## src/sv/mkds_pkg.sv

```systemverilog
// shared types and constants for the multi-key debounce scanner
`timescale 1ns / 1ps

package mkds_pkg;

  localparam int KIND_W = 2;
  localparam int LVL_W  = 4;
  localparam int NOW_W  = 32;
  localparam int KIDX_W = 2;
  localparam int EKEY_W = 2;
  localparam int DEB_W  = 16;
  localparam int CIDX_W = 1;

  localparam logic [KIND_W-1:0] KIND_SCAN   = 2'd0;
  localparam logic [KIND_W-1:0] KIND_FETCH  = 2'd1;
  localparam logic [KIND_W-1:0] KIND_IGNORE = 2'd2;

  localparam logic [CIDX_W-1:0] CFG_DEBOUNCE = 1'b0;
  localparam logic [CIDX_W-1:0] CFG_NORMAL   = 1'b1;

  localparam logic [DEB_W-1:0] DEBOUNCE_RESET = 16'd20;
  localparam logic [LVL_W-1:0] NORMAL_RESET   = 4'd0;

  typedef struct packed {
    logic [KIND_W-1:0] kind;
    logic [LVL_W-1:0]  pins;
    logic [NOW_W-1:0]  now;
    logic [KIDX_W-1:0] key_index;
  } req_t;

  // used for the key bank's posted event, the mailbox and the result
  typedef struct packed {
    logic              valid;
    logic [EKEY_W-1:0] key;
    logic              pressed;
  } evt_t;

endpackage

```

## src/sv/mkds_key_bank.sv

```systemverilog
// per-key debounce state, scan pointer and press/release detection
`timescale 1ns / 1ps

module mkds_key_bank import mkds_pkg::*; #(
  parameter int NUM_KEYS = 4
) (
  input  logic             clk,
  input  logic             rst_n,
  input  logic             adv,
  input  req_t             req,
  input  logic [DEB_W-1:0] debounce_ms,
  input  logic [LVL_W-1:0] normal_levels,
  output evt_t             kev
);

  localparam int KW    = (NUM_KEYS > 1) ? $clog2(NUM_KEYS) : 1;
  localparam int EXT_W = (NUM_KEYS > LVL_W) ? NUM_KEYS : LVL_W;
  localparam logic [KW-1:0] LAST_KEY = KW'(NUM_KEYS - 1);

  logic [NUM_KEYS-1:0] lvl_r, lvl_nxt;
  logic [NUM_KEYS-1:0] ign_r, ign_nxt;
  logic [NOW_W-1:0]    stamp_r   [NUM_KEYS];
  logic [NOW_W-1:0]    stamp_nxt [NUM_KEYS];
  logic [KW-1:0]       ptr_r, ptr_nxt;

  logic [EXT_W-1:0] pins_ext;
  logic [EXT_W-1:0] norm_ext;
  logic             lvl_in;
  logic             norm;
  logic [NOW_W-1:0] elapsed;
  logic             stale;
  logic             key_ok;
  logic [KW-1:0]    key_sel;

  // keys above the 4-bit fields read level 0
  assign pins_ext = EXT_W'(req.pins);
  assign norm_ext = EXT_W'(normal_levels);
  assign lvl_in   = pins_ext[ptr_r];
  assign norm     = norm_ext[ptr_r];
  assign elapsed  = req.now - stamp_r[ptr_r];
  assign stale    = (elapsed >= NOW_W'(debounce_ms));
  assign key_ok   = (32'(req.key_index) < NUM_KEYS);
  assign key_sel  = KW'(req.key_index);

  always_comb begin
    lvl_nxt   = lvl_r;
    ign_nxt   = ign_r;
    stamp_nxt = stamp_r;
    ptr_nxt   = ptr_r;
    kev       = '0;
    if (adv) begin
      case (req.kind)
        KIND_SCAN: begin
          ptr_nxt = (ptr_r == LAST_KEY) ? '0 : ptr_r + KW'(1);
          if (lvl_r[ptr_r] == lvl_in) begin
            stamp_nxt[ptr_r] = req.now;
          end else if (stale) begin
            stamp_nxt[ptr_r] = req.now;
            lvl_nxt[ptr_r]   = lvl_in;
            if (lvl_in == norm) begin
              if (!ign_r[ptr_r]) begin
                kev.valid   = 1'b1;
                kev.key     = EKEY_W'(ptr_r);
                kev.pressed = 1'b0;
              end
            end else begin
              ign_nxt[ptr_r] = 1'b0;
              kev.valid      = 1'b1;
              kev.key        = EKEY_W'(ptr_r);
              kev.pressed    = 1'b1;
            end
          end
        end
        KIND_IGNORE: begin
          if (key_ok) begin
            ign_nxt[key_sel] = 1'b1;
          end
        end
        default: ;
      endcase
    end
  end

  always_ff @(posedge clk) begin
    if (!rst_n) begin
      lvl_r <= NUM_KEYS'(NORMAL_RESET);
      ign_r <= '0;
      ptr_r <= '0;
      for (int i = 0; i < NUM_KEYS; i++) begin
        stamp_r[i] <= '0;
      end
    end else begin
      lvl_r   <= lvl_nxt;
      ign_r   <= ign_nxt;
      ptr_r   <= ptr_nxt;
      stamp_r <= stamp_nxt;
    end
  end

  a_ptr_range: assert property (@(posedge clk) disable iff (!rst_n)
    32'(ptr_r) < NUM_KEYS)
    else $error("scan pointer out of range");

  a_post_on_scan: assert property (@(posedge clk) disable iff (!rst_n)
    kev.valid |-> (adv && req.kind == KIND_SCAN))
    else $error("event posted outside a scan");

  a_press_clears_ignore: assert property (@(posedge clk) disable iff (!rst_n)
    (kev.valid && kev.pressed) |=> !ign_r[$past(ptr_r)])
    else $error("press left the ignore flag set");

endmodule

```

## src/sv/mkds_mailbox.sv

```systemverilog
// single-entry event mailbox and result selection
`timescale 1ns / 1ps

module mkds_mailbox import mkds_pkg::*; (
  input  logic              clk,
  input  logic              rst_n,
  input  logic              adv,
  input  logic [KIND_W-1:0] kind,
  input  evt_t              kev,
  output evt_t              res
);

  evt_t mbox_r, mbox_nxt;
  evt_t after;

  // a new event overwrites whatever the mailbox held
  assign after = kev.valid ? kev : mbox_r;
  assign res   = after.valid ? after : '0;

  always_comb begin
    mbox_nxt = mbox_r;
    if (adv) begin
      mbox_nxt = (kind == KIND_FETCH) ? '0 : after;
    end
  end

  always_ff @(posedge clk) begin
    if (!rst_n) begin
      mbox_r <= '0;
    end else begin
      mbox_r <= mbox_nxt;
    end
  end

  a_fetch_empties: assert property (@(posedge clk) disable iff (!rst_n)
    (adv && kind == KIND_FETCH) |=> !mbox_r.valid)
    else $error("mailbox not emptied by fetch");

endmodule

```

## src/sv/multi_key_debounce_scanner_core.sv

```systemverilog
// top level of the multi-key debounce scanner
`timescale 1ns / 1ps

// usage:
// in_* carries one beat per item: kind 0 scans the next key round robin,
// kind 1 fetches and empties the event mailbox, kind 2 marks key_index so
// its release is not reported until its next press. every item gives
// exactly one out_* beat: the mailbox content, before a fetch empties it.
// cfg_* writes debounce_ms (index 0) or normal_levels (index 1); cfg_ready
// is always high, writes are expected only while the block is idle.
// an accepted beat sits in the input register, then the compare and update
// logic writes the result register, which drives out_*. one item per cycle
// is sustained while out_stall is low; the rate is set by the single update
// pass on the scanned key's slot.
// when out_stall holds, the result register keeps its beat and the input
// register fills once more; in_stall then rises until the result is taken.
// reset (rst_n low, synchronous) empties both registers and the mailbox,
// points the scan at key zero, clears timestamps and ignore flags, sets
// debounced levels to the normal reset levels and restores the registers.

module multi_key_debounce_scanner_core import mkds_pkg::*; #(
  parameter int NUM_KEYS = 4
) (
  input  logic              clk,
  input  logic              rst_n,
  input  logic              in_valid,
  output logic              in_stall,
  input  logic [KIND_W-1:0] in_kind,
  input  logic [LVL_W-1:0]  in_pin_levels,
  input  logic [NOW_W-1:0]  in_now_ms,
  input  logic [KIDX_W-1:0] in_key_index,
  output logic              out_valid,
  input  logic              out_stall,
  output logic              out_event_valid,
  output logic [EKEY_W-1:0] out_event_key,
  output logic              out_event_pressed,
  input  logic              cfg_valid,
  output logic              cfg_ready,
  input  logic [CIDX_W-1:0] cfg_index,
  input  logic [DEB_W-1:0]  cfg_data
);

  logic             in_valid_r, in_valid_nxt;
  req_t             req_r, req_nxt;
  logic             out_valid_r, out_valid_nxt;
  evt_t             res_r, res_nxt;
  logic [DEB_W-1:0] debounce_r, debounce_nxt;
  logic [LVL_W-1:0] normal_r, normal_nxt;
  logic             adv;
  evt_t             kev;
  evt_t             res;

  assign adv       = in_valid_r & ~(out_valid_r & out_stall);
  assign in_stall  = in_valid_r & out_valid_r & out_stall;
  assign cfg_ready = 1'b1;

  always_comb begin
    in_valid_nxt = in_valid_r;
    req_nxt      = req_r;
    if (!in_stall) begin
      in_valid_nxt = in_valid;
      if (in_valid) begin
        req_nxt = '{kind: in_kind, pins: in_pin_levels, now: in_now_ms,
                    key_index: in_key_index};
      end
    end
  end

  always_comb begin
    out_valid_nxt = out_valid_r & out_stall;
    res_nxt       = res_r;
    if (adv) begin
      out_valid_nxt = 1'b1;
      res_nxt       = res;
    end
  end

  always_comb begin
    debounce_nxt = debounce_r;
    normal_nxt   = normal_r;
    if (cfg_valid) begin
      unique case (cfg_index)
        CFG_DEBOUNCE: debounce_nxt = cfg_data;
        CFG_NORMAL:   normal_nxt   = LVL_W'(cfg_data);
        default: ;
      endcase
    end
  end

  mkds_key_bank #(
    .NUM_KEYS (NUM_KEYS)
  ) u_key_bank (
    .clk           (clk),
    .rst_n         (rst_n),
    .adv           (adv),
    .req           (req_r),
    .debounce_ms   (debounce_r),
    .normal_levels (normal_r),
    .kev           (kev)
  );

  mkds_mailbox u_mailbox (
    .clk   (clk),
    .rst_n (rst_n),
    .adv   (adv),
    .kind  (req_r.kind),
    .kev   (kev),
    .res   (res)
  );

  always_ff @(posedge clk) begin
    if (!rst_n) begin
      in_valid_r  <= 1'b0;
      out_valid_r <= 1'b0;
      debounce_r  <= DEBOUNCE_RESET;
      normal_r    <= NORMAL_RESET;
    end else begin
      in_valid_r  <= in_valid_nxt;
      out_valid_r <= out_valid_nxt;
      debounce_r  <= debounce_nxt;
      normal_r    <= normal_nxt;
    end
  end

  always_ff @(posedge clk) begin
    req_r <= req_nxt;
    res_r <= res_nxt;
  end

  assign out_valid         = out_valid_r;
  assign out_event_valid   = res_r.valid;
  assign out_event_key     = res_r.key;
  assign out_event_pressed = res_r.pressed;

  a_adv_fills_out: assert property (@(posedge clk) disable iff (!rst_n)
    adv |=> out_valid_r)
    else $error("advanced item did not reach the result register");

  a_empty_result_zero: assert property (@(posedge clk) disable iff (!rst_n)
    (out_valid_r && !res_r.valid) |-> (res_r.key == '0 && !res_r.pressed))
    else $error("empty result carries nonzero fields");

endmodule

```

## config.mk

```make
export PLATFORM = sky130hd
export DESIGN_NAME = multi_key_debounce_scanner_core
export DESIGN_NICKNAME = d
export VERILOG_FILES = /design/src/sv/mkds_pkg.sv /design/src/sv/mkds_key_bank.sv /design/src/sv/mkds_mailbox.sv /design/src/sv/multi_key_debounce_scanner_core.sv
export SDC_FILE = /design/constraint.sdc
export NUM_CORES = 1
export LEC_CHECK = 0
export BUFFER_PORTS_ARGS = -buffer_cell sky130_fd_sc_hd__buf_2
export CAP_MARGIN = 20
export CORE_UTILIZATION = 50
export CTS_CLUSTER_DIAMETER = 50
export CTS_CLUSTER_SIZE = 40
export DETAILED_ROUTE_END_ITERATION = 7
export PLACE_DENSITY = 0.67
export SLEW_MARGIN = 20
export SYNTH_ARGS = -nofsm -noshare
export SYNTH_HDL_FRONTEND = slang
export SYNTH_SLANG_ARGS = --single-unit
```

## constraint.sdc

```tcl
create_clock -name clk -period 6 [get_ports clk]
set_clock_uncertainty 0.15 [all_clocks]
set_input_delay 1.2 -clock clk [delete_from_list [all_inputs] [get_ports clk]]
set_output_delay 1.2 -clock clk [all_outputs]
set_load 0.01 [all_outputs]
```

=== Word level (Yosys, flattened, before mapping) ===
Cells that the tools add are included.

* Flip-flop bits (word level): 208
* Input port bits: 62
* Output and inout bits: 7

* $add $sub $neg: 2
* Order comparisons: 7
* Equal/unequal tests: 8
* Muxes and demuxes: 36
* Bitwise logic cells: 12
* Reduce and logical (&&, ||, !) cells: 13

{| class="wikitable"
|+ Operators with widths
! operator !! number
|-
| 2-to-1 mux 128 bit || 2
|-
| bitwise mux 128 bit || 1
|-
| 2-to-1 mux 32 bit || 3
|-
| binary-select mux 32 bit (select 2 bit) || 1
|-
| demux 32 bit (select 2 bit) || 1
|-
| 2-to-1 mux 4 bit || 12
|-
| >= comparator 32 x 16 -> 1 bit || 1
|-
| subtractor 32 bit || 1
|-
| binary-select mux 1 bit (select 2 bit) || 4
|-
| case mux 4 bit (2 select lines) || 1
|-
| AND reduction 2 bit || 4
|-
| 2-to-1 mux 1 bit || 7
|-
| less-than comparator 2 x 3 -> 1 bit, second input constant || 2
|-
| AND reduction 5 bit || 1
|-
| AND 1 bit || 4
|-
| AND 4 bit || 1
|-
| bitwise mux 4 bit || 1
|-
| demux 1 bit (select 2 bit) || 2
|-
| == test 2 bit, second input constant || 2
|-
| >= comparator 2 x 1 -> 1 bit, second input constant || 2
|-
| inequality test 2 bit, second input constant || 2
|-
| NOT 1 bit || 4
|-
| NOT 4 bit || 1
|-
| OR 4 bit || 1
|-
| other kinds (13) || 17
|}

=== Logic depth before layout (Yosys ltp) ===
Gate-level depths: netlist (run 1).

* Word-level depth: 12
* Mapped depth: 25
* Mapped depth without buffers: 21

=== Cells and area by module ===
From an unflattened synthesis (run 1), not the netlist that was laid out.

* Cell total of the unflattened synthesis: 1131
* Area, all modules: 11280.8 µm²

{| class="wikitable"
|+ By module, submodules not included
! module !! instances !! cells each !! area an instance (µm²)
|-
| mkds_key_bank || 1 || 959 || 8782.2
|-
| multi_key_debounce_scanner_core || 1 || 140 || 2228.4
|-
| mkds_mailbox || 1 || 32 || 270.3
|}

=== Worst setup path after synthesis (run 1) ===
No wires, ideal clock.

* Path kind: reg2reg
* Start point: register u_key_bank.ptr_r[0]
* End point: register u_key_bank.stamp_r[10] in the netlist's numbering
* Setup time: 0.072 ns
* Arrival time: 5.775 ns
* Required time: 5.778 ns
* Path slack: 0.004 ns
* Cell stages (with the launch flop): 24
* Period minus slack after synthesis: 5.996 ns
* Path through: dfxtp_1 buf_1 buf_1 mux4_2 inv_1 ha_1 o2111ai_1 a211o_1 and2_1 o21ai_0 a31oi_1 xnor2_1 ha_1 nand4_1 nor4_1 o31ai_1 o2111ai_1 nor4_1 nand4_1 nor4_2 nand4_4 o211ai_4 buf_6 mux2i_1

* Cells in the longest elaborated chain, start to end: 8
* Elaborated cells between the ends (all ways): 21
* Classes of those cells: add/sub (1); order compare (3); eq/ne (1); mux (12); bitwise (1); reduce/logical (3)

{| class="wikitable"
|+ Ends and longest elaborated chain
! element !! RTL line !! RTL
|-
| start, declared || mkds_key_bank.sv:24 || <nowiki>logic [KW-1:0] ptr_r, ptr_nxt;</nowiki>
|-
| start signal, assigned || mkds_key_bank.sv:95 || <nowiki>ptr_r <= ptr_nxt;</nowiki>
|-
| NOT 2 -> 3 bit (implied by the code) || mkds_key_bank.sv:40, mkds_key_bank.sv:56, mkds_key_bank.sv:58 ||
|-
| binary-select mux 32 bit (select 2 bit), or another cell as far along || mkds_key_bank.sv:40 || <nowiki>assign elapsed = req.now - stamp_r[ptr_r];</nowiki>
|-
| 2-to-1 mux 32 bit (implied by the code) / logical AND 1 bit (equally long branches) || mkds_key_bank.sv:40, mkds_key_bank.sv:56, mkds_key_bank.sv:58 ||
|-
| 2-to-1 mux 32 bit (on tied branches) || mkds_key_bank.sv:40, mkds_key_bank.sv:56, mkds_key_bank.sv:58 ||
|-
| subtractor 32 bit / demux 32 bit (select 2 bit) (equally long branches) || mkds_key_bank.sv:40, mkds_key_bank.sv:56, mkds_key_bank.sv:58 ||
|-
| >= comparator 32 x 16 -> 1 bit / bitwise mux 128 bit (equally long branches) || mkds_key_bank.sv:41, mkds_key_bank.sv:56, mkds_key_bank.sv:58 ||
|-
| nonzero test 2 bit (no line) / 2-to-1 mux 128 bit (equally long branches) || - ||
|-
| AND reduction 3 bit (no line) / 2-to-1 mux 128 bit (equally long branches) || - ||
|-
| end signal, assigned || mkds_key_bank.sv:96 || <nowiki>stamp_r <= stamp_nxt;</nowiki>
|-
| end, declared || mkds_key_bank.sv:22 || <nowiki>logic [NOW_W-1:0] stamp_r [NUM_KEYS];</nowiki>
|}

Several ways; a longest one is shown, not always the timed one. The select of a mux whose other input is x is not followed.
A chain may end at the register's enable or synchronous reset.

=== Worst setup path after layout (run 1) ===
* Start point: register u_key_bank.ptr_r[0]
* End point: register u_key_bank.stamp_r[56] in the netlist's numbering

Same word-level chain as after synthesis.

==> flow_summary_export.csv, run 1 <==
group,metric,value,unit
synth,synthArstFlopShare,0,
placed_design,preCtsSetupSlack,0.238,ns
critical_path,worst_setup_path_endpoint,"u_key_bank.stamp_r[56]$_SDFFE_PN0P_",
routing,wl_per_cell,17.0,µm
routing,firstDrtPassIters,7,
floorplan,die_w,152,µm
synth,synth_area,11300,µm²
critical_path,worstPathCellList,"buf_12 -> mux4_2 -> inv_1 -> ha_1 -> and3_1 -> a211oi_2 -> a211o_1 -> and2_1 -> o21ai_1 -> xor2_1 -> ha_1 -> a211oi_1 -> nor2_1 -> a21oi_1 -> o211ai_1 -> nor4_1 -> nand4_1 -> nor4_4 -> nand4_4 -> o211ai_4 -> buf_12 -> mux2i_1",
power,pwr-share-clk,0.441,
power,p_leak,5.51,nW
sta,fmax,178,MHz
placed_design,post-place-cells,1437,
critical_path,critical_path_class,"flip-flop to flip-flop",
clock_network,postCtsHoldBufs,0,
power,power_frac_seq,0.447,
placed_design,dp_hpwl,17.4,mm
power,powerDensity,263,nW/µm²
critical_path,crit_arrival,5.92,ns
critical_path,worstSetupEndpointType,"flip-flop",
critical_path,cp_num_buf_inv,3,
grt,grtUsageTotal,0.214,
routing,vias,8342,
floorplan,die_area,23100,µm²
job,cap_viol_max_count,0,
sta,drv_slew,0,
critical_path,required,6.29,ns
grt,grt_pass1_vias,8042,
sta,finalSetupViolations,0,
clock_network,cts_tree,"yes",
critical_path,slowest_stage,"mux4_2",
floorplan,coreArea,22000,µm²
synth,synth_seq_cells,208,
synth,synth.avg_cell_area,9.90,µm²
critical_path,cp.depth,22,
synth,ys_seq_area_frac,0.409,
critical_path,path_max_fanout,16,
finish,final_cell_mix,"nand2_1, dfxtp_1, mux2i_1",
synth,synth.top_cell.area_share,0.292,
clock_network,clk-insertion-delay-late,0.52,ns
power,p_sw_frac,0.265,
power,power,3.31,mW
floorplan,rows,54,
grt,grtUsageMet3,0.0299,
grt,grt-busiest-layer,"met2",
min_path,min_path_type,"flip-flop to flip-flop",
clock_network,clockRootBuffer,"clkbuf_16",
floorplan,ioPinCount,69,
floorplan,initial_core_util,0.513,
power,power_frac_comb,0.112,
routing,routed_wl,25.1,mm
synth,syn_inst,1137,
finish,final_common_cell,"nand2_1",
sta,setup_ws,0.372,ns
floorplan,die_h,152,µm
clock_network,clkSinkCount,208,
grt,antenna_found_initial,0,
routing,ant_nets,0,
critical_path,rrSetupSlack,0.37,ns
critical_path,path_delay_family,"simple AND/OR/NAND/NOR gates",
critical_path,slowest_delay,0.50,ns
grt,grt_pass1_wl,40.7,mm
sta,worst_pin_slew,1.02,ns
clock_network,post_cts_buffers,0,
finish,area_delta_synth_final,11.9,%
critical_path,reg2reg_from,"u_key_bank.ptr_r[0]$_SDFFE_PN0P_",
power,p_int,2.43,mW
placed_design,port_buffers,67,
routing,viasPerCell,5.63,
synth,ys_types,69,
critical_path,rr_worst_depth,22,
synth,yosys.area.top_type,"dfxtp_1",
grt,grt_max_degree,103,
grt,met1_usage,0.295,
clock_network,clk_path_buf_depth,3,
grt,grt_use_met2,0.355,
power,p_sw,0.879,mW
finish,nets,1301,
synth,synth_ff_type,"dfxtp_1",
finish,final_area,12600,µm²
critical_path,start_kind,"flip-flop",
clock_network,cts_inserted_buffers,23,
synth,syn_nets,1253,
clock_network,clk_pin_slew,0.07,ns
routing,drt_iter0_drc,490,
finish,drive_above_1_share,0.152,
finish,fin_cells,1481,
synth,synthTopCellsByArea,"dfxtp_1, mux2i_1, edfxtp_1",
synth,synth_edf_count,44,
run_status,outcome,"finished with violations",
critical_path,r2r_end,"u_key_bank.stamp_r[56]$_SDFFE_PN0P_",
critical_path,crit_start,"u_key_bank.ptr_r[0]$_SDFFE_PN0P_",
run_status,violations,"DRC",
power,ir_drop,0.000242,V
placed_design,place_congestion,0.946,
grt,grt-ovfl-total,0,
sta,hold_violations,0,
sta,fin_crit_sh,0.938,
synth,yosysWarnings,0,
placed_design,place_area,11700,µm²
sta,slew_headroom,0.318,
clock_network,cts_max_level,1,
finish,num_antenna_cells,0,
routing,drc,14,
sta,timing.final.crit_period,5.63,ns
## registers in the layout, summed over array words and instances (netlist names)
signal,flops
u_key_bank.ign_r,4
normal_r,4
out_valid,1
req_r,40
u_mailbox.mbox_r,4
u_key_bank.lvl_r,4
out_event_pressed,1
u_key_bank.ptr_r,2
out_event_valid,1
in_valid_r,1
u_key_bank.stamp_r,128
debounce_r,16
out_event_key,2
## layer usage
| layer | wire (µm) | vias up |
|---|---|---|
| li1 | - | 4155 |
| met1 | 11900 | 3980 |
| met2 | 11700 | 169 |
| met3 | 937 | 38 |
| met4 | 526 | 0 |
| met5 | 0 | - |
## metrics by stage
stage          hold WS (ns)   util  TNS (ns)
3_3_place_gp          0.291  0.534         0
3_5_place_dp          0.299  0.534         0
6_report              0.307  0.573         0
4_1_cts               0.309  0.569         0
5_1_grt               0.325  0.573    -0.189
2_1_floorplan         0.285      -         0
## worst min-delay path by stage
stage | from | endpoint | slack [ns] | depth (start not counted)
2_1_floorplan | u_key_bank.stamp_r[51]$_SDFFE_PN0P_ | u_key_bank.stamp_r[51]$_SDFFE_PN0P_ | 0.29 | 2
3_3_place_gp | u_key_bank.stamp_r[36]$_SDFFE_PN0P_ | u_key_bank.stamp_r[36]$_SDFFE_PN0P_ | 0.29 | 2
3_5_place_dp | u_key_bank.stamp_r[47]$_SDFFE_PN0P_ | u_key_bank.stamp_r[47]$_SDFFE_PN0P_ | 0.30 | 2
4_1_cts | u_key_bank.stamp_r[47]$_SDFFE_PN0P_ | u_key_bank.stamp_r[47]$_SDFFE_PN0P_ | 0.31 | 2
5_1_grt | u_key_bank.stamp_r[97]$_SDFFE_PN0P_ | u_key_bank.stamp_r[97]$_SDFFE_PN0P_ | 0.33 | 2
6_report | u_key_bank.stamp_r[47]$_SDFFE_PN0P_ | u_key_bank.stamp_r[47]$_SDFFE_PN0P_ | 0.31 | 2
## cells by family after synthesis
logic type / count (synthesis) / share of synthesized area
buffers and inverters: 122 / 0.0585
AND/OR/NAND/NOR: 386 / 0.153
adder cells (fa/ha/maj): 54 / 0.0607
multiplexers: 174 / 0.195
other: 1 / 0.000333
flip-flops: 208 / 0.409
XOR/XNOR: 18 / 0.0140
AO/OA/AOI/OAI: 174 / 0.110
## repair_timing
item	CTS	global route
hold endpoints to repair	0	0
gates resized for setup	0	7
setup endpoints to repair	0	131
## cell usage after synthesis (6+ instances only)
cell type,number
and3_1,7
nand4_1,13
nor2b_1,7
nand3_1,31
mux4_2,36
nor3_1,18
o21ai_0,29
mux2i_1,138
ha_1,53
edfxtp_1,44
nor4_1,6
a21boi_0,18
buf_8,8
o21a_1,7
xnor2_1,11
a21oi_1,44
clkbuf_1,19
a31oi_1,9
dlygate4sd1_1,11
xor2_1,7
buf_2,14
inv_1,59
o211ai_1,6
or3_1,6
nand2b_1,7
nand2_1,241
nor2_1,31
a21o_1,10
o2111ai_1,6
dfxtp_1,164
## power groups by stage
stage	logic (mW)	clock network, mW	registers (mW)
5_1_grt	0.414	1.55	1.48
4_1_cts	0.366	1.49	1.48
2_1_floorplan	0.272	0	1.50
3_3_place_gp	0.363	0	1.51
6_report	0.371	1.46	1.48
3_5_place_dp	0.364	0	1.51
## area by class of cell
| class | count | area (µm²) |
|---|---|---|
| clock inverter | 17 | 198 |
| timing repair buffer | 86 | 606 |
| tap | 280 | 350 |
| inverter | 59 | 221 |
| clock buffer | 24 | 589 |
| fill | 1920 | 9370 |
| sequential | 208 | 4610 |
| multi-input combinational | 807 | 6010 |
## tightest hold or removal path: stages (launching register included)
cell,delay (ns)
dfxtp_1,0.31
nand2_1,0.05
mux2i_1,0.05
Power figures use the tool's default switching activity.
==> inputs of run 2 (changes only) <==
--- a/config.mk
+++ b/config.mk
@@ -5,7 +5,7 @@
 export SDC_FILE = /design/constraint.sdc
 export NUM_CORES = 1
 export LEC_CHECK = 0
-export BUFFER_PORTS_ARGS = -buffer_cell sky130_fd_sc_hd__buf_2
+export BUFFER_PORTS_ARGS = -buffer_cell sky130_fd_sc_hd__buf_4
 export CAP_MARGIN = 20
 export CORE_UTILIZATION = 50
 export CTS_CLUSTER_DIAMETER = 50
==> flow_summary_export.csv, run 2 (synthesis gave the netlist of run 1 again) <==
group,metric,value,unit
placed_design,place_congestion,0.969,
routing,routed_wl,25.0,mm
clock_network,clk_pin_slew,0.06,ns
finish,drive_above_1_share,0.150,
power,ir_drop,0.000195,V
critical_path,path_max_fanout,16,
floorplan,rows,54,
routing,firstDrtPassIters,7,
floorplan,die_area,23100,µm²
sta,timing.final.crit_period,5.53,ns
sta,hold_slack,0.307,ns
grt,grtUsageTotal,0.219,
routing,ant_nets,0,
critical_path,start_kind,"flip-flop",
finish,final_cell_mix,"nand2_1, dfxtp_1, mux2i_1",
clock_network,clockRootBuffer,"clkbuf_16",
run_status,outcome,"finished with violations",
finish,largest_reg_flops,128,
clock_network,clk-insertion-delay-late,0.52,ns
critical_path,crit_arrival,5.82,ns
min_path,worstHoldStart,"u_key_bank.stamp_r[54]$_SDFFE_PN0P_",
sta,slew_headroom,0.310,
routing,drt_iter0_drc,589,
floorplan,die_w,152,µm
job,cap_viol_max_count,0,
run_status,violations,"DRC",
power,powerDensity,260,nW/µm²
clock_network,cts_max_level,1,
sta,fin_tns_setup,0,ns
critical_path,r2r_end,"u_key_bank.stamp_r[92]$_SDFFE_PN0P_",
placed_design,post-place-cells,1439,
sta,finalSetupViolations,0,
critical_path,worstSetupEndpointType,"flip-flop",
sta,drv_slew,0,
placed_design,dp_hpwl,17.7,mm
critical_path,required,6.29,ns
routing,viasPerCell,5.65,
grt,antenna_found_initial,0,
critical_path,critical_path_class,"flip-flop to flip-flop",
floorplan,ioPinCount,69,
placed_design,place_area,11800,µm²
finish,reg.largest.list,"u_key_bank.stamp_r (128), req_r (40), debounce_r (16)",
clock_network,cts_inserted_buffers,24,
floorplan,die_h,152,µm
finish,area_delta_synth_final,12.8,%
floorplan,coreArea,22000,µm²
sta,rsz0062_at_grt,"false",
floorplan,initial_core_util,0.513,
sta,worst_pin_slew,1.03,ns
grt,grt_pass1_wl,41.8,mm
sta,hold_violations,0,
critical_path,rr_worst_depth,21,
sta,fin_crit_sh,0.921,
clock_network,cts_tree,"yes",
clock_network,postCtsHoldBufs,0,
placed_design,port_buffers,67,
routing,drc,14,
finish,post-route-util,0.578,
finish,top_register,"u_key_bank.stamp_r",
grt,grt_pass1_vias,8235,
clock_network,clkSinkCount,208,
min_path,hold_end,"u_key_bank.stamp_r[54]$_SDFFE_PN0P_",
finish,num_antenna_cells,0,
clock_network,clk_path_buf_depth,3,
finish,nets,1303,
finish,fin_cells,1483,
routing,vias,8373,
sta,fmax,181,MHz
min_path,min_path_type,"flip-flop to flip-flop",
critical_path,rrSetupSlack,0.47,ns
grt,grt-ovfl-total,0,
routing,wl_per_cell,16.9,µm
power,p_leak,5.52,nW
grt,grt_max_degree,102,
finish,final_common_cell,"nand2_1",
min_path,hold_path_depth,2,
finish,final_area,12700,µm²
critical_path,reg2reg_from,"u_key_bank.ptr_r[0]$_SDFFE_PN0P_",
[run 2: changes by cell type in the layout (fill, tap and decap cells not counted), sizes merged]
cell and change:
bufinv -1, inv -6, clkinv +1, clkbuf +3
clkinvlp +2, buf +3
[run 2: metal layers]
metal / up-vias / global-route usage / wire length [µm] / share of wire
met5: - / 0 / 0 / 0
met3: 37 / 0.0339 / 1250 / 0.050
met1: 3993 / 0.297 / 11600 / 0.46
met2: 191 / 0.370 / 11700 / 0.47
met4: 0 / 0.0486 / 488 / 0.019
li1: 4152 / - / - / -
[run 2: layout make-up]
class / instances / area (µm²)
well taps: 280 / 350
inverters: 59 / 221
fillers: 1871 / 9260
clock inverters: 13 / 119
clock buffers: 29 / 662
flip-flops and latches: 208 / 4610
repair buffers: 87 / 714
multi-input cells: 807 / 6020
[run 2: metrics by stage]
step | power (mW) | worst slack, ns
after detailed placement | 1.89 | 0.0507
after CTS | 3.33 | 0.0101
after global routing | 3.44 | 0.0422
final | 3.30 | 0.471
after floorplan | 1.78 | 0.00390
after global placement | 1.88 | 0.213
[run 2: how the worst max path moves through the flow]
stage | start | to | slack [ns] | depth (start not counted)
4_1_cts | u_key_bank.ptr_r[0]$_SDFFE_PN0P_ | u_key_bank.stamp_r[112]$_SDFFE_PN0P_ | 0.01 | 23
2_1_floorplan | u_key_bank.ptr_r[0]$_SDFFE_PN0P_ | u_key_bank.stamp_r[10]$_SDFFE_PN0P_ | 0.004 | 23
6_report | u_key_bank.ptr_r[0]$_SDFFE_PN0P_ | u_key_bank.stamp_r[92]$_SDFFE_PN0P_ | 0.47 | 21
3_5_place_dp | u_key_bank.ptr_r[0]$_SDFFE_PN0P_ | u_key_bank.stamp_r[89]$_SDFFE_PN0P_ | 0.05 | 23
5_1_grt | u_key_bank.ptr_r[0]$_SDFFE_PN0P_ | u_key_bank.stamp_r[116]$_SDFFE_PN0P_ | 0.04 | 23
3_3_place_gp | u_key_bank.ptr_r[0]$_SDFFE_PN0P_ | u_key_bank.stamp_r[88]$_SDFFE_PN0P_ | 0.21 | 23
[run 2: worst max-delay path, stage by stage, from the launching register on]
cell and delay [ns]:
dfxtp_4 0.41, mux4_2 0.52, ha_1 0.24, nor2b_1 0.17
o2111ai_1 0.22, a211o_1 0.39, and2_1 0.20, o21ai_1 0.21
a31oi_1 0.13, xnor2_1 0.15, ha_1 0.29, nand4_1 0.14
nor4_1 0.08, o31ai_1 0.09, o2111ai_1 0.16, nor4_1 0.31
nand4_1 0.19, nor4_4 0.36, nand4_4 0.25, o211ai_4 0.29
buf_8 0.26, mux2i_1 0.22
[run 2: report_power, final]
part           leakage [nW]  internal (mW)  switching (mW)
Sequential             1.76           1.46          0.0209
Clock                 0.377          0.840           0.600
Combinational          3.39          0.153           0.229
Total                  5.52           2.45           0.850
[run 2: timing repair]
action	4_1_cts	5_1_grt
pin swaps	0	1
setup endpoints to repair	2	135
buffers inserted	0	2
resized for setup	1	21
==> inputs of run 3 (changes only) <==
==> constraint.sdc (replaced) <==
create_clock -name clk -period 4.8 [get_ports clk]
set_clock_uncertainty 0.15 [all_clocks]
set_input_delay 0.96 -clock clk [delete_from_list [all_inputs] [get_ports clk]]
set_output_delay 0.96 -clock clk [all_outputs]
set_load 0.01 [all_outputs]
==> flow_summary_export.csv, run 3 (synthesis gave the netlist of run 1 again) <==
group,metric,value,unit
floorplan,die_h,152,µm
grt,grt_max_degree,104,
min_path,hold_end,"u_key_bank.stamp_r[60]$_SDFFE_PN0P_",
routing,drc,20,
clock_network,clk-insertion-delay-late,0.52,ns
sta,fmax,191,MHz
power,power_frac_seq,0.434,
run_status,outcome,"finished with violations",
sta,drv_slew,0,
clock_network,cts_max_level,1,
finish,final_common_cell,"nand2_1",
routing,routed_wl,28.4,mm
finish,ff_latch_area,4610,µm²
power,power_frac_comb,0.144,
power,p_sw_frac,0.258,
power,power,4.27,mW
power,powerDensity,297,nW/µm²
run_status,violations,"DRC, setup timing",
critical_path,rr_worst_depth,24,
power,p_sw,1.10,mW
floorplan,coreArea,22000,µm²
finish,multi_input_area,6270,µm²
finish,final_cell_mix,"nand2_1, buf_4, dfxtp_1",
routing,firstDrtPassIters,8,
power,ir_drop,0.000286,V
critical_path,crit_start,"u_key_bank.ptr_r[0]$_SDFFE_PN0P_",
finish,reg.largest.list,"u_key_bank.stamp_r (128), req_r (40), debounce_r (16)",
critical_path,worstSetupEndpointType,"flip-flop",
sta,timing.final.crit_period,5.25,ns
grt,antenna_found_initial,0,
sta,rsz0062_at_grt,"true",
sta,slew_headroom,0.536,
sta,hold_violations,0,
finish,drive_above_1_share,0.273,
power,p_leak,6.39,nW
grt,grtUsageTotal,0.234,
finish,area_delta_synth_final,27.5,%
clock_network,clk_pin_slew,0.06,ns
min_path,min_path_type,"flip-flop to flip-flop",
clock_network,cts_inserted_buffers,24,
sta,setup_ws,-0.446,ns
critical_path,path_max_fanout,8,
finish,top_register,"u_key_bank.stamp_r",
routing,viasPerCell,5.57,
critical_path,crit_arrival,5.52,ns
power,p_int,3.17,mW
sta,finalSetupViolations,144,
sta,worst_pin_slew,0.693,ns
clock_network,cts_tree,"yes",
placed_design,place_congestion,0.931,
critical_path,critical_path_class,"flip-flop to flip-flop",
job,cap_viol_max_count,0,
finish,largest_reg_flops,128,
placed_design,dp_hpwl,18.8,mm
floorplan,ioPinCount,69,
critical_path,start_kind,"flip-flop",
grt,grt-ovfl-total,0,
finish,fill_cells,1720,
grt,grt_pass1_wl,44.2,mm
clock_network,clkSinkCount,208,
floorplan,die_area,23100,µm²
routing,wl_per_cell,17.4,µm
sta,fin_crit_sh,1.09,
power,pwr-share-clk,0.422,
floorplan,die_w,152,µm
critical_path,rrSetupSlack,-0.45,ns
routing,vias,9071,
grt,grt_pass1_vias,8875,
finish,nets,1446,
floorplan,initial_core_util,0.513,
critical_path,r2r_end,"u_key_bank.stamp_r[53]$_SDFFE_PN0P_",
clock_network,clockRootBuffer,"clkbuf_16",
min_path,hold_path_depth,2,
sta,fin_tns_setup,-51.62,ns
placed_design,place_area,12900,µm²
routing,ant_nets,0,
floorplan,rows,54,
clock_network,clk_path_buf_depth,3,
routing,drt_iter0_drc,534,
critical_path,reg2reg_from,"u_key_bank.ptr_r[0]$_SDFFE_PN0P_",
min_path,worstHoldStart,"u_key_bank.stamp_r[60]$_SDFFE_PN0P_",
critical_path,required,5.08,ns
placed_design,port_buffers,67,
finish,final_area,14400,µm²
clock_network,postCtsHoldBufs,0,
finish,num_antenna_cells,0,
==> run 3: worst max-delay path by stage <==
stage / to / slack, ns / cells past startpoint
finish: u_key_bank.stamp_r[53]$_SDFFE_PN0P_ / -0.45 / 24
global route: u_key_bank.stamp_r[92]$_SDFFE_PN0P_ / -0.68 / 22
CTS: u_key_bank.stamp_r[53]$_SDFFE_PN0P_ / -0.45 / 23
detailed placement: u_key_bank.stamp_r[13]$_SDFFE_PN0P_ / -0.42 / 22
global placement: u_key_bank.stamp_r[15]$_SDFFE_PN0P_ / -0.28 / 23
floorplan: u_key_bank.stamp_r[10]$_SDFFE_PN0P_ / -0.18 / 22
==> run 3: layout make-up <==
cell class	instances	area share
Tap cell	280	0.0244
Clock buffer	32	0.0468
Timing Repair Buffer	230	0.148
Inverter	59	0.0154
Clock inverter	12	0.00811
Sequential cell	208	0.321
Multi-Input combinational cell	807	0.437
==> run 3: worst max-delay path, stage by stage, from the launching register on <==
cell and delay, ns:
dfxtp_4 0.42, buf_12 0.15, mux4_2 0.50, inv_2 0.08
ha_4 0.12, and3_4 0.18, a211oi_4 0.04, a211o_1 0.32
and2_4 0.16, o21ai_4 0.13, xor2_1 0.18, ha_1 0.28
a211oi_2 0.23, nor2_2 0.07, a21oi_2 0.10, o211ai_1 0.10
nor4_1 0.33, nand4_1 0.20, nor4_4 0.34, nand4_4 0.16
buf_12 0.17, o211ai_4 0.21, buf_4 0.16, buf_12 0.14
mux2i_1 0.23
==> run 3: timing repair <==
| action | CTS | global route |
|---|---|---|
| setup buffers | 10 | 12 |
| setup endpoints to repair | 144 | 144 |
| gates resized for setup | 28 | 33 |
| cloned | 5 | 5 |
| endpoints found under the hold margin | 0 | 0 |
| pin swaps | 3 | 10 |
==> run 3: per-stage QoR <==
step	worst slack, ns	hold slack [ns]	instances	util
3_5_place_dp	-0.416	0.300	1554	0.586
3_3_place_gp	-0.277	0.291	1554	0.586
6_report	-0.446	0.306	1628	0.654
2_1_floorplan	-0.185	0.285	1137	-
5_1_grt	-0.678	0.321	1628	0.654
4_1_cts	-0.451	0.309	1613	0.639
==> run 3: power groups by stage <==
| stage | clock, mW | sequential (mW) | combinational [mW] |
|---|---|---|---|
| after CTS | 1.83 | 1.85 | 0.590 |
| after global placement | 0 | 1.89 | 0.568 |
| final | 1.80 | 1.85 | 0.616 |
| after floorplan | 0 | 1.88 | 0.353 |
| after global routing | 1.91 | 1.86 | 0.674 |
| after detailed placement | 0 | 1.89 | 0.575 |
==> run 3: metal layers <==
| layer | share of wire | global-route usage | routed length (µm) |
|---|---|---|---|
| met2 | 0.47 | 0.391 | 13300 |
| met5 | 0 | 0 | 0 |
| met1 | 0.46 | 0.312 | 12900 |
| met3 | 0.044 | 0.0337 | 1240 |
| met4 | 0.031 | 0.0773 | 869 |
